## src/sv/assert_macros.svh

```systemverilog
// Assertion macros shared by the interpolator RTL.
// Depends on nothing; included by the modules that carry assertions.
`ifndef ASSERT_MACROS_SVH
`define ASSERT_MACROS_SVH

// Clocked property that is not checked while reset is asserted.
`define ASSERT_CLK(label, clk, rst_n, prop, msg) \
    label: assert property (@(posedge clk) disable iff (!rst_n) prop) \
        else $error(msg);

// Clocked property that is checked on every edge, reset included.
`define ASSERT_ALWAYS(label, clk, prop, msg) \
    label: assert property (@(posedge clk) prop) \
        else $error(msg);

`endif

```

## src/sv/tgi_pkg.sv

```systemverilog
// Shared types and constants for the trilinear grid interpolator.
// Depends on nothing; used by every module of the block.
package tgi_pkg;

    localparam int CFG_INDEX_BITS = 2;
    localparam int CFG_DATA_BITS  = 32;

    localparam logic [CFG_INDEX_BITS-1:0] CFG_SMOOTH_MODE = 2'd0;
    localparam logic [CFG_INDEX_BITS-1:0] CFG_THREE_DIMS  = 2'd1;

    typedef struct packed {
        logic smooth_mode;
        logic three_dims;
    } cfg_t;

    typedef struct packed {
        logic load_a;
        logic load_b;
        logic valid_a;
    } stage_ctrl_t;

endpackage

```

## src/sv/tgi_lerp.sv

```systemverilog
// Two-stage exact linear blend of two signed values by one Q1.F weight.
// Depends on tgi_pkg; the value is split in halves to keep multipliers narrow.
module tgi_lerp #(
    parameter int VALUE_BITS = 16,
    parameter int FRAC_BITS  = 16
) (
    input  logic                                  clk,
    input  tgi_pkg::stage_ctrl_t                  ctrl,
    input  logic signed [VALUE_BITS-1:0]          v0,
    input  logic signed [VALUE_BITS-1:0]          v1,
    input  logic [FRAC_BITS:0]                    f,
    output logic signed [VALUE_BITS+FRAC_BITS-1:0] result
);

    localparam int LO  = VALUE_BITS / 2;
    localparam int HI  = VALUE_BITS - LO;
    localparam int LPW = LO + FRAC_BITS + 1;
    localparam int HPW = HI + FRAC_BITS + 2;
    localparam int SW  = VALUE_BITS + FRAC_BITS + 2;
    localparam logic [FRAC_BITS:0] ONE = {1'b1, {FRAC_BITS{1'b0}}};

    logic [FRAC_BITS:0]                     w0;
    logic [LPW-1:0]                         lo0_next, lo1_next, lo0_reg, lo1_reg;
    logic signed [HPW-1:0]                  hi0_next, hi1_next, hi0_reg, hi1_reg;
    logic [SW-1:0]                          sum;
    logic signed [VALUE_BITS+FRAC_BITS-1:0] result_reg;

    assign w0 = ONE - f;

    always_comb
    begin
        lo0_next = LPW'(v0[LO-1:0]) * LPW'(w0);
        lo1_next = LPW'(v1[LO-1:0]) * LPW'(f);
        hi0_next = HPW'($signed(v0[VALUE_BITS-1:LO])) * $signed(HPW'(w0));
        hi1_next = HPW'($signed(v1[VALUE_BITS-1:LO])) * $signed(HPW'(f));
        sum = (SW'(hi0_reg) << LO) + (SW'(hi1_reg) << LO) + SW'(lo0_reg) + SW'(lo1_reg);
    end

    always_ff @(posedge clk)
    begin
        if (ctrl.load_a)
        begin
            lo0_reg <= lo0_next;
            lo1_reg <= lo1_next;
            hi0_reg <= hi0_next;
            hi1_reg <= hi1_next;
        end
        if (ctrl.load_b)
        begin
            result_reg <= sum[VALUE_BITS+FRAC_BITS-1:0];
        end
    end

    assign result = result_reg;

endmodule

```

## config.mk

```make
export PLATFORM = sky130hd
export DESIGN_NAME = tgi_lerp
export DESIGN_NICKNAME = d
export VERILOG_FILES = /design/src/sv/assert_macros.svh /design/src/sv/tgi_pkg.sv /design/src/sv/tgi_lerp.sv
export SDC_FILE = /design/constraint.sdc
export NUM_CORES = 1
export LEC_CHECK = 0
export BUFFER_PORTS_ARGS = -buffer_cell sky130_fd_sc_hd__buf_4
export CORE_MARGIN = 2
export CORE_UTILIZATION = 45
export CTS_BUF_LIST = sky130_fd_sc_hd__clkbuf_16
export CTS_CLUSTER_DIAMETER = 30
export DETAILED_ROUTE_END_ITERATION = 8
export GPL_ROUTABILITY_DRIVEN = 0
export SYNTH_ARGS = -nofsm -noshare
export SYNTH_HDL_FRONTEND = slang
export SYNTH_SLANG_ARGS = --single-unit
export TNS_END_PERCENT = 20
```

## constraint.sdc

```tcl
create_clock -name clk -period 15 [get_ports clk]
set_clock_uncertainty 0.1 [all_clocks]
set_input_delay 0.75 -clock clk [delete_from_list [all_inputs] [get_ports clk]]
set_output_delay 0.75 -clock clk [all_outputs]
set_load 0.05 [all_outputs]
```

Word-level counts from Yosys, hierarchy flattened
Cells that the tools add are included.
{"block": "classes", "add_sub_neg": 4, "multipliers": 4, "div_mod_pow": 0, "order_cmp": 0, "n_eq_ne": 0, "shift": 0, "n_mux": 0, "bitwise_logic": 0, "n_reduce_logical": 0}
{"cell": "adder 32 x 25 -> 32 bit", "count": 2}
{"cell": "multiplier 8 x 17 -> 25 bit", "count": 2}
{"cell": "multiplier 8 x 18 -> 24 bit", "count": 2}
{"cell": "adder 32 bit", "count": 1}
{"cell": "subtractor 17 bit (first input constant)", "count": 1}
{"block": "totals", "register_bits": 130, "latch_bits": 0, "ram_bits": 0, "rom_bits": 0, "inputBits": 53, "out_inout_bits": 32, "word_cells": 13, "n_memories": 0}

Longest topological paths before layout
{"block": "depth", "word_depth": 3, "mapped_depth": 27, "depth_no_buf": 25}

Least setup slack after synthesis
Ideal clock, no wire load.
{"block": "synth_timing", "path_type": "in2reg", "start": "input f[0]", "end": "register hi0_reg[17] (data pin)", "setup_ns": 0.258, "arrival_ns": 5.874, "required_ns": 14.642, "path_slack_ns": 8.768, "stages": 25, "path_buffers": 2, "cell_sequence": "clkbuf_1 -> inv_1 -> ha_1 -> nand2b_1 -> or2_2 -> xor2_1 -> clkbuf_1 -> and2_1 -> fa_1 -> inv_1 -> fa_1 -> inv_1 -> fa_1 -> inv_1 -> fa_1 -> inv_1 -> ha_1 -> o21ai_0 -> nor2_1 -> o41ai_2 -> o21ai_1 -> o41a_1 -> a21o_1 -> a21oi_1 -> xnor2_1"}
{"block": "synth_via", "elab_chain_cells": 2}
{"item": "start: declaration", "line": "tgi_lerp.sv:11", "source": "input logic [FRAC_BITS:0] f,"}
{"item": "subtractor 17 bit", "line": "tgi_lerp.sv:28", "source": "assign w0 = ONE - f;"}
{"item": "multiplier 8 x 18 -> 24 bit", "line": "tgi_lerp.sv:34", "source": "hi0_next = HPW'($signed(v0[VALUE_BITS-1:LO])) * $signed(HPW'(w0));"}
{"item": "net hi0_next[17]", "line": "tgi_lerp.sv:24", "source": "logic signed [HPW-1:0] hi0_next, hi1_next, hi0_reg, hi1_reg;"}
{"item": "end signal: assignment", "line": "tgi_lerp.sv:45", "source": "hi0_reg <= hi0_next;"}
{"item": "end: declaration", "line": "tgi_lerp.sv:24"}
The timed path passes the listed nets, and every way through them passes these cells.
A chain may end at the register's enable or synchronous reset.

Final worst setup path
{"block": "layout_timing", "start": "input f[0]", "end": "register hi0_reg[23] (data pin)"}
Same word-level chain as after synthesis.

==> summary.txt <==
CTS
  • CTS tree: built
  • CTS-repair resized insts: 0
  • Clock net sink count: 130
  • Clock root cell: clkbuf_16
  • Post-CTS setup repair buffer count: 0
  • Post-CTS Hold Buffers: 0
  • Clock Path Buffers: 2
  • Reg clk slew, reported paths: 0.06 ns
  • TritonCTS Buffers: 17
  • H-tree levels: 4
  • Worst skew pair latency: 0.44 ns

Timing
  • WHS: 0.464 ns
  • Pins over their slew limit: 0
  • Max-slew headroom: 31.8%
  • Setup tns final: 0 ns
  • Finish-stage setup viols: 0
  • Final worst-path cycle share: 46.7%
  • RSZ-0062 raised after global routing: false
  • Fin crit period: 7.01 ns
  • Fmax: about 140 MHz
  • Fin. Hold Viols: 0
  • Slew @ Worst Pin: 1.02 ns

Detailed routing
  • Post-DRT Antenna Nets: 0
  • WL per Instance: 17.4 um
  • Number of detailed-route iterations in the first pass: 5
  • WL final: approximately 55000 um
  • Starting DRT DRC Count: 705
  • Vias: between 15000 and 20000
  • Detailed-route DRC error count: 0
  • Vias per inst: 5.24

Floorplanning
  • IO Count: 85
  • Die width: 234 um
  • Initial Util: 45.4%
  • Die area: 0.0547 mm^2
  • # rows: 84
  • Die H: around 230 um
  • Placeable Area: 0.0523 mm^2

Critical path
  • Startpoint Class: input pin
  • WP data required: 15.07 ns
  • Worst Reg-to-Reg Cells: 12
  • WS Path Type: input pin to flop
  • Crit-path max FO: 32
  • Setup crit end kind: flop
  • Worst Path Arrival: approximately 7.1 ns

Logic synthesis
  • Leading cell types by count after synthesis: inv_1 (431), fa_1 (397), and2_1 (354)
  • Synthesized cell area: 0.0238 mm^2
  • Synth Area per Inst: around 10 um^2
  • Top post-synthesis cells by area: fa_1 (33%), edfxtp_1 (16%), ha_1 (13%), and2_1 (9.3%), inv_1 (6.8%)
  • Post-synth EDFFs: 130
  • Sequential share of the synthesized area: 16.4%
  • Syn. warnings: 0
  • Most frequent cell after synthesis: inv_1
  • Ys flop type: edfxtp_1
  • Syn Nets: 3133
  • Synth Register Bits: 130
  • Fraction of registers with async set/reset: 0%
  • Area leader, netlist: fa_1
  • Mapped Cells: 2428
  • Netlist cell types: 70
  • Post-synth top area share: 33.4%

Finish
  • N_diodes: 0
  • Max reg flops: 32
  • Area of the multi-input gates: 0.0180 mm^2
  • Share of layout cells above drive strength 1: under 10%
  • Area Overhead vs Synth: 7.55%
  • Final nets: around 3200
  • Fillers: slightly below 5000
  • Register Area: 0.00390 mm^2

GRT
  • Overall routing resource usage: 21.6%
  • Vias in the first global route: roughly 18000
  • GR Overflow Total: 0
  • Pin count of the biggest net entering global routing: 75
  • Initial antenna violation count: 0
  • First-pass GRT wire length: 91800 um

Place
  • Post-DP HPWL: around 43000 um
  • Count of buffers from port buffering: 83

Outcome
  • Status: finished, final reports clean

Run
  • Max Cap Viol: 0

Min path
  • Hold path depth: 1
  • Worst hold path class: flop to flop
-- stage by stage --
step	util, %	std cells	setup WS [ns]	instance area (um^2)
after floorplan	-	2428	8.77	23800
after global placement	47.8	3122	7.61	25000
after detailed placement	47.8	3122	7.52	25000
after CTS	48.8	3152	7.97	25600
after global routing	48.8	3152	7.68	25600
final	48.8	3152	7.99	25600
-- kinds of logic after synthesis --
group | count (synthesis) | synth area share [%]
compound gates | 233 | 6.39
xor+xnor | 118 | 4.35
fa+ha+maj | 652 | 46.9
buf+inv | 517 | 8.25
flops | 130 | 16.4
mux | 1 | 0.0421
simple gates | 777 | 17.7
-- critical path: stages --
cell and delay (ns):
buf_4 0.36, inv_1 0.26, ha_1 0.31, nand2b_1 0.15
or2_2 0.15, xor2_2 0.72, and2_1 0.26, fa_1 0.42
fa_1 0.53, fa_1 0.56, inv_1 0.06, fa_1 0.53
inv_1 0.05, ha_1 0.27, o41ai_2 0.64, o211a_1 0.32
nor3_1 0.09, or3_1 0.37, a21oi_1 0.18, xnor2_1 0.10
-- worst paths after layout --
check                                start     endpoint  slack [ns]
worst max register to register  lo1_reg[2]   result[28]       10.86
worst min-delay path            lo0_reg[0]    result[0]        0.46
worst max-delay path                  f[0]  hi0_reg[23]        7.99
worst min register to register  lo0_reg[0]    result[0]        0.46
-- metal layers --
layer / track usage (%) / wire (um) / vias up
li1: - / - / 7659
met1: 28.4 / 24200 / 8480
met2: 38.3 / 27800 / 313
met3: 2.21 / 1920 / 62
met4: 5.16 / 1020 / 0
met5: 0 / 0 / -
-- layout by cell type, fill, tap and decap left out, types with 12 or more instances in the layout --
master	netlist	layout
a211oi_1	17	17
a21o_1	28	28
a21oi_1	68	68
and2_1	354	354
buf_4	0	92
clkbuf_16	0	17
edfxtp_1	130	130
fa_1	397	397
ha_1	255	255
inv_1	431	431
nand2_1	192	192
nand2b_1	27	27
nand3_1	21	21
nor2_1	91	91
nor2b_1	19	19
nor3_1	15	15
o21ai_0	44	44
o21bai_1	12	12
xnor2_1	89	83
xor2_1	29	26
-- final cells by class --
type	count	share of cell area, %
Multi-Input combinational cell	1781	70.3
Timing Repair Buffer	92	2.70
Clock inverter	13	0.357
Clock buffer	17	1.66
Tap cell	688	3.37
Inverter	431	6.33
Sequential cell	130	15.3
Power is left out: the tool's default activity adds up to more than one toggle a clock period on the data nets, which glitch-free logic cannot reach.
