<file path="src/sv/assert_macros.svh">
// Assertion macros shared by the interpolator RTL.
// Depends on nothing; included by the modules that carry assertions.
`ifndef ASSERT_MACROS_SVH
`define ASSERT_MACROS_SVH

// Clocked property that is not checked while reset is asserted.
`define ASSERT_CLK(label, clk, rst_n, prop, msg) \
    label: assert property (@(posedge clk) disable iff (!rst_n) prop) \
        else $error(msg);

// Clocked property that is checked on every edge, reset included.
`define ASSERT_ALWAYS(label, clk, prop, msg) \
    label: assert property (@(posedge clk) prop) \
        else $error(msg);

`endif

</file>
<file path="src/sv/tgi_pkg.sv">
// Shared types and constants for the trilinear grid interpolator.
// Depends on nothing; used by every module of the block.
package tgi_pkg;

    localparam int CFG_INDEX_BITS = 2;
    localparam int CFG_DATA_BITS  = 32;

    localparam logic [CFG_INDEX_BITS-1:0] CFG_SMOOTH_MODE = 2'd0;
    localparam logic [CFG_INDEX_BITS-1:0] CFG_THREE_DIMS  = 2'd1;

    typedef struct packed {
        logic smooth_mode;
        logic three_dims;
    } cfg_t;

    typedef struct packed {
        logic load_a;
        logic load_b;
        logic valid_a;
    } stage_ctrl_t;

endpackage

</file>
<file path="src/sv/tgi_weight.sv">
// Two-stage weight unit: saturates the three fractions and applies smoothstep in smooth mode.
// Depends on tgi_pkg and assert_macros.svh.
`include "assert_macros.svh"

module tgi_weight #(
    parameter int FRAC_BITS = 16
) (
    input  logic                 clk,
    input  logic                 rst_n,
    input  tgi_pkg::stage_ctrl_t ctrl,
    input  tgi_pkg::cfg_t        cfg,
    input  logic [FRAC_BITS:0]   frac_x,
    input  logic [FRAC_BITS:0]   frac_y,
    input  logic [FRAC_BITS:0]   frac_z,
    output logic [FRAC_BITS:0]   w_x,
    output logic [FRAC_BITS:0]   w_y,
    output logic [FRAC_BITS:0]   w_z
);

    localparam int SQW = 2 * FRAC_BITS + 2;
    localparam int SMW = 2 * FRAC_BITS + 3;
    localparam logic [FRAC_BITS:0]   ONE       = {1'b1, {FRAC_BITS{1'b0}}};
    localparam logic [FRAC_BITS+1:0] THREE_ONE = {2'b11, {FRAC_BITS{1'b0}}};

    logic [FRAC_BITS:0]   frac_in [3];
    logic [FRAC_BITS:0]   t_next [3];
    logic [FRAC_BITS:0]   t_reg [3];
    logic [SQW-1:0]       sq_full [3];
    logic [FRAC_BITS:0]   sq_next [3];
    logic [FRAC_BITS:0]   sq_reg [3];
    logic [FRAC_BITS+1:0] slope [3];
    logic [SMW-1:0]       sm_full [3];
    logic [FRAC_BITS:0]   w_next [3];
    logic [FRAC_BITS:0]   w_reg [3];

    always_comb
    begin
        frac_in[0] = frac_x;
        frac_in[1] = frac_y;
        frac_in[2] = frac_z;
        for (int i = 0; i < 3; i++)
        begin
            t_next[i]  = (frac_in[i] > ONE) ? ONE : frac_in[i];
            sq_full[i] = SQW'(t_next[i]) * SQW'(t_next[i]);
            sq_next[i] = sq_full[i][FRAC_BITS +: FRAC_BITS+1];
            slope[i]   = THREE_ONE - {t_reg[i], 1'b0};
            sm_full[i] = SMW'(sq_reg[i]) * SMW'(slope[i]);
            w_next[i]  = cfg.smooth_mode ? sm_full[i][FRAC_BITS +: FRAC_BITS+1] : t_reg[i];
        end
        if (!cfg.three_dims)
        begin
            w_next[2] = '0;
        end
    end

    always_ff @(posedge clk)
    begin
        if (ctrl.load_a)
        begin
            t_reg  <= t_next;
            sq_reg <= sq_next;
        end
        if (ctrl.load_b)
        begin
            w_reg <= w_next;
        end
    end

    assign w_x = w_reg[0];
    assign w_y = w_reg[1];
    assign w_z = w_reg[2];

    `ASSERT_CLK(a_bilinear_z_weight_zero, clk, rst_n, ctrl.load_b && !cfg.three_dims |=> w_z == '0, "z weight is not zero in bilinear mode")
    `ASSERT_CLK(a_weights_within_one, clk, rst_n, ctrl.load_b && ctrl.valid_a |=> (w_x <= ONE && w_y <= ONE && w_z <= ONE), "weight above one")

endmodule

</file>
<file path="config.mk">
export PLATFORM = sky130hd
export DESIGN_NAME = tgi_weight
export DESIGN_NICKNAME = d
export VERILOG_FILES = /design/src/sv/tgi_pkg.sv /design/src/sv/tgi_weight.sv
export VERILOG_INCLUDE_DIRS = /design/src /design/src/sv
export SDC_FILE = /design/constraint.sdc
export NUM_CORES = 2
export LEC_CHECK = 0
export ABC_AREA = 1
export BUFFER_PORTS_ARGS = -buffer_cell sky130_fd_sc_hd__buf_4
export CAP_MARGIN = 20
export CORE_MARGIN = 2
export CORE_UTILIZATION = 30
export CTS_CLUSTER_SIZE = 25
export DETAILED_ROUTE_END_ITERATION = 16
export SYNTH_ARGS = -nofsm -noshare
export SYNTH_HDL_FRONTEND = slang
export SYNTH_SLANG_ARGS = --single-unit
</file>
<file path="constraint.sdc">
create_clock -name clk -period 9.5 [get_ports clk]
set_input_delay 1.9 -clock clk [delete_from_list [all_inputs] [get_ports clk]]
set_output_delay 1.9 -clock clk [all_outputs]
set_load 0.1 [all_outputs]
</file>
# Word level (Yosys, flattened, before mapping)
# Index checks and enable logic that the tools add are counted.
dict set report totals {
  reg_bits 153
  in_bits 58
  elab_cells 27
}
dict set report op_classes {
  addsub 3
  n_mul 6
  magnitude_cmp 3
  muxes 6
}
# cell count
set ops {}
lappend ops {{17-bit two-way mux} 6}
lappend ops {{17-bit by 17-bit multiplier with 33-bit output} 3}
lappend ops {{17-bit by 18-bit multiplier with 33-bit output} 3}
lappend ops {{18-bit subtractor (first input constant)} 3}
lappend ops {{17-bit > comparator (second input constant)} 3}

# Logic depth before layout (Yosys ltp)
dict set report logic_depth {
  depth_word 3
  mapped_depth 38
}

# Least setup slack after synthesis
# No wires, ideal clock.
dict set report synth_path {
  kind {input -> register}
  from {input frac_z[13]}
  to {register sq_reg[16] in the netlist's numbering (data pin)}
  setup_ps 252
  arrival_time_ps 7418
  slack_ps 1829
  path_stages 31
  path_buffers 2
  cell_sequence {buf_2 > nor2_1 > nand2_1 > nor2_1 > nand2_1 > nand2_2 > inv_2 > buf_6 > nor2_4 > inv_2 > nor2_1 > inv_1 > fa_1 > fa_1 > fa_1 > inv_1 > fa_1 > fa_1 > inv_1 > fa_1 > inv_1 > ha_1 > a21oi_1 > o21a_1 > nor2_1 > nor2_1 > o21ai_0 > a41oi_1 > nand2_1 > nand2_1 > nand2_1}
}
# element line_no
set synth_rtl {}
lappend synth_rtl {{start, declared} tgi_weight.sv:14} ;# input logic [FRAC_BITS:0] frac_z,
lappend synth_rtl {{end signal, assigned} tgi_weight.sv:61} ;# sq_reg <= sq_next;
lappend synth_rtl {{end, declared} tgi_weight.sv:30} ;# logic [FRAC_BITS:0] sq_reg [3];

==> results.py <==
metrics = {
    "worst_setup_path": {
        "cp_slowest_cell": "fa_1",
        "cpLargestDelayFamily": "adder cells",
        "critPathArrivalTime_ns": 8.51,
        "crit_path_max_incr_delay_ns": 0.59,
        "critPathBufInv": 6,
        "cp-start-kind": "primary input",
        "cp-end-kind": "register",
        "crit_type": "in2reg",
        "worstPathMaxFanout": 12,
        "worst-endpoint-required_ns": 9.74,
    },
    "synthesis": {
        "synth_top_area_share_pct": 41.5,
        "avgSynthCellArea_um2": 8.03,
        "yosys-top-cells-area": "fa_1 (42%), inv_1 (13%), ha_1 (13%)",
        "synth.distinct_cells": 58,
        "yosys.area.top_type": "fa_1",
        "yosysMostFrequentCell": "inv_1",
        "ys_dominant_reg_cell": "edfxtp_1",
        "synth_area_um2": 59100,
        "yosysWarnings": 0,
        "synth_edf_count": 153,
        "ys_async_sr_fraction_pct": 0,
        "ys_seq_elements": 153,
        "yosys-top-cells-count": "inv_1 (2080), nand2_1 (1346), fa_1 (1227)",
        "netlist_instances": 7364,
        "ys_seq_area_share_pct": 7.77,
    },
    "placed_design": {
        "gp_congestion": 0.963,
        "hpwl_um": 147000,
        "io_buffers": 106,
    },
    "clock_network": {
        "cts.sink_count": 153,
        "path_clk_slew_ns": 0.07,
        "post_cts_resized": 0,
        "clk_path_buf_depth": 2,
        "holdBufCountCts": 0,
        "cts_setup_buffers": 0,
        "clock_latency_ns": 0.50,
        "tritoncts": "built",
        "cts_made_buffers": 17,
        "clockRootBuffer": "clkbuf_16",
        "cts_max_level": 4,
    },
    "sta": {
        "skew_ns": 0.0169,
        "rsz0062_at_grt": "no",
        "finalCritPeriodShare_pct": 87.1,
        "setup_viol": 0,
        "drv_slew": 0,
        "worst_slew_pin_slew_ns": 1.01,
        "fmax_ghz": 0.121,
        "setup_tns_ns": 0,
        "final-hold-violation-count": 0,
        "relSlewSlack_pct": 33.0,
        "period_minus_slack_ns": 8.27,
    },
    "floorplanning": {
        "die_area_um2": 201000,
        "die_h_um": 448,
        "start_util_pct": 30.3,
        "rows": 162,
        "io_pins": 109,
        "coreArea_um2": 195000,
        "die_w_um": 448,
    },
    "drt": {
        "viasPerCell": 4.63,
        "wirelength_um": 170000,
        "ant_nets": 0,
        "first_pass_iters": 5,
        "dr_total_vias": 46700,
        "wire_per_inst_um": 16.9,
        "drc_errors": 0,
        "first_iter_violations": 3110,
    },
    "global_routing": {
        "grt_antenna_before_repair": 8,
        "grt_max_degree": 66,
        "grt_pass1_vias": 50400,
        "grtUsageTotal_pct": 17.3,
        "overflow": 0,
        "grt_pass1_wl_um": 273000,
    },
    "run_status": {
        "status": "finished clean",
    },
    "job": {
        "cap_viol_max_count": 0,
    },
    "cells_and_area": {
        "drive_above_1_share_pct": 4.12,
        "area_delta_synth_final_pct": 7.74,
        "final_nets": 9320,
    },
    "min_path": {
        "min-delay-path-class": "reg2reg",
    },
}
stage by stage:
stage                     hold slack, ns  area [um2]  setup WS [ns]  util [%]  std cells
after floorplan                    0.549       59400           1.83         -       7431
after global placement             0.590       63100          0.886      32.3      10000
after detailed placement           0.583       63100          0.851      32.3      10000
after CTS                          0.604       63700           1.33      32.6      10100
after global routing               0.657       63700          0.752      32.6      10100
final                              0.605       63700           1.23      32.6      10100
worst min-delay path, stage by stage, from the launching register on:
cell      delay, ns
edfxtp_1       0.39
nand2_1        0.06
nand2_1        0.06
final cells by class:
type	instances	area (um2)
diodes	5	12.5
clock buffers	17	425
clock inverters	15	179
fillers	20600	132000
inverters	2132	8010
multi-input cells	4993	46100
flip-flops and latches	153	4590
well taps	2624	3280
repair buffers	147	1100
metal layers:
metal / global-route usage (%) / wire (um) / vias to the layer above
li1: - / - / 21700
met4: 6.33 / 6360 / 2
met1: 22.7 / 73300 / 23300
met3: 2.45 / 10400 / 281
met2: 29.1 / 80300 / 1465
met5: 0 / 13 / -
kinds of logic after synthesis:
family | synth area share, %
AOI/OAI and AO/OA | 4.88
DFF | 7.77
buffers and inverters | 14.7
and+or+nand+nor | 17.3
xor gates and xnor gates | 1.24
adders and majority gates | 54.0
other | 0.0127
final timing paths:
check             startpoint  slack (ns)         end  cells after the start
setup reg to reg   t_reg[17]        1.33      w_y[7]                     31
setup / recovery   frac_x[8]        1.23  sq_reg[45]                     27
hold reg to reg    t_reg[33]        0.60     w_y[16]                      2
hold / removal     t_reg[33]        0.60     w_y[16]                      2
cells in the final DEF (no fill, tap or decap), types with 5 or more instances in the layout:
| master | n |
|---|---|
| a21boi_0 | 7 |
| a21o_1 | 30 |
| a21oi_1 | 194 |
| a31oi_1 | 36 |
| and3_1 | 7 |
| buf_4 | 147 |
| clkbuf_16 | 17 |
| clkinv_1 | 26 |
| clkinv_4 | 5 |
| clkinv_8 | 5 |
| conb_1 | 69 |
| diode_2 | 5 |
| edfxtp_1 | 153 |
| fa_1 | 1227 |
| ha_1 | 591 |
| inv_1 | 2080 |
| inv_2 | 22 |
| nand2_1 | 1346 |
| nand2_2 | 26 |
| nand3_1 | 167 |
| nand3_2 | 7 |
| nand4_1 | 38 |
| nor2_1 | 792 |
| nor2_2 | 23 |
| nor2_4 | 14 |
| nor3_1 | 55 |
| nor4_1 | 14 |
| o211ai_1 | 5 |
| o21a_1 | 14 |
| o21ai_0 | 172 |
| o21ai_1 | 6 |
| o21ai_2 | 5 |
| o21bai_1 | 19 |
| or2_2 | 11 |
| xnor2_1 | 27 |
| xor2_1 | 54 |
Power is not shown: default switching activity piles up to over one toggle a cycle in this logic, so the estimate is an artifact.
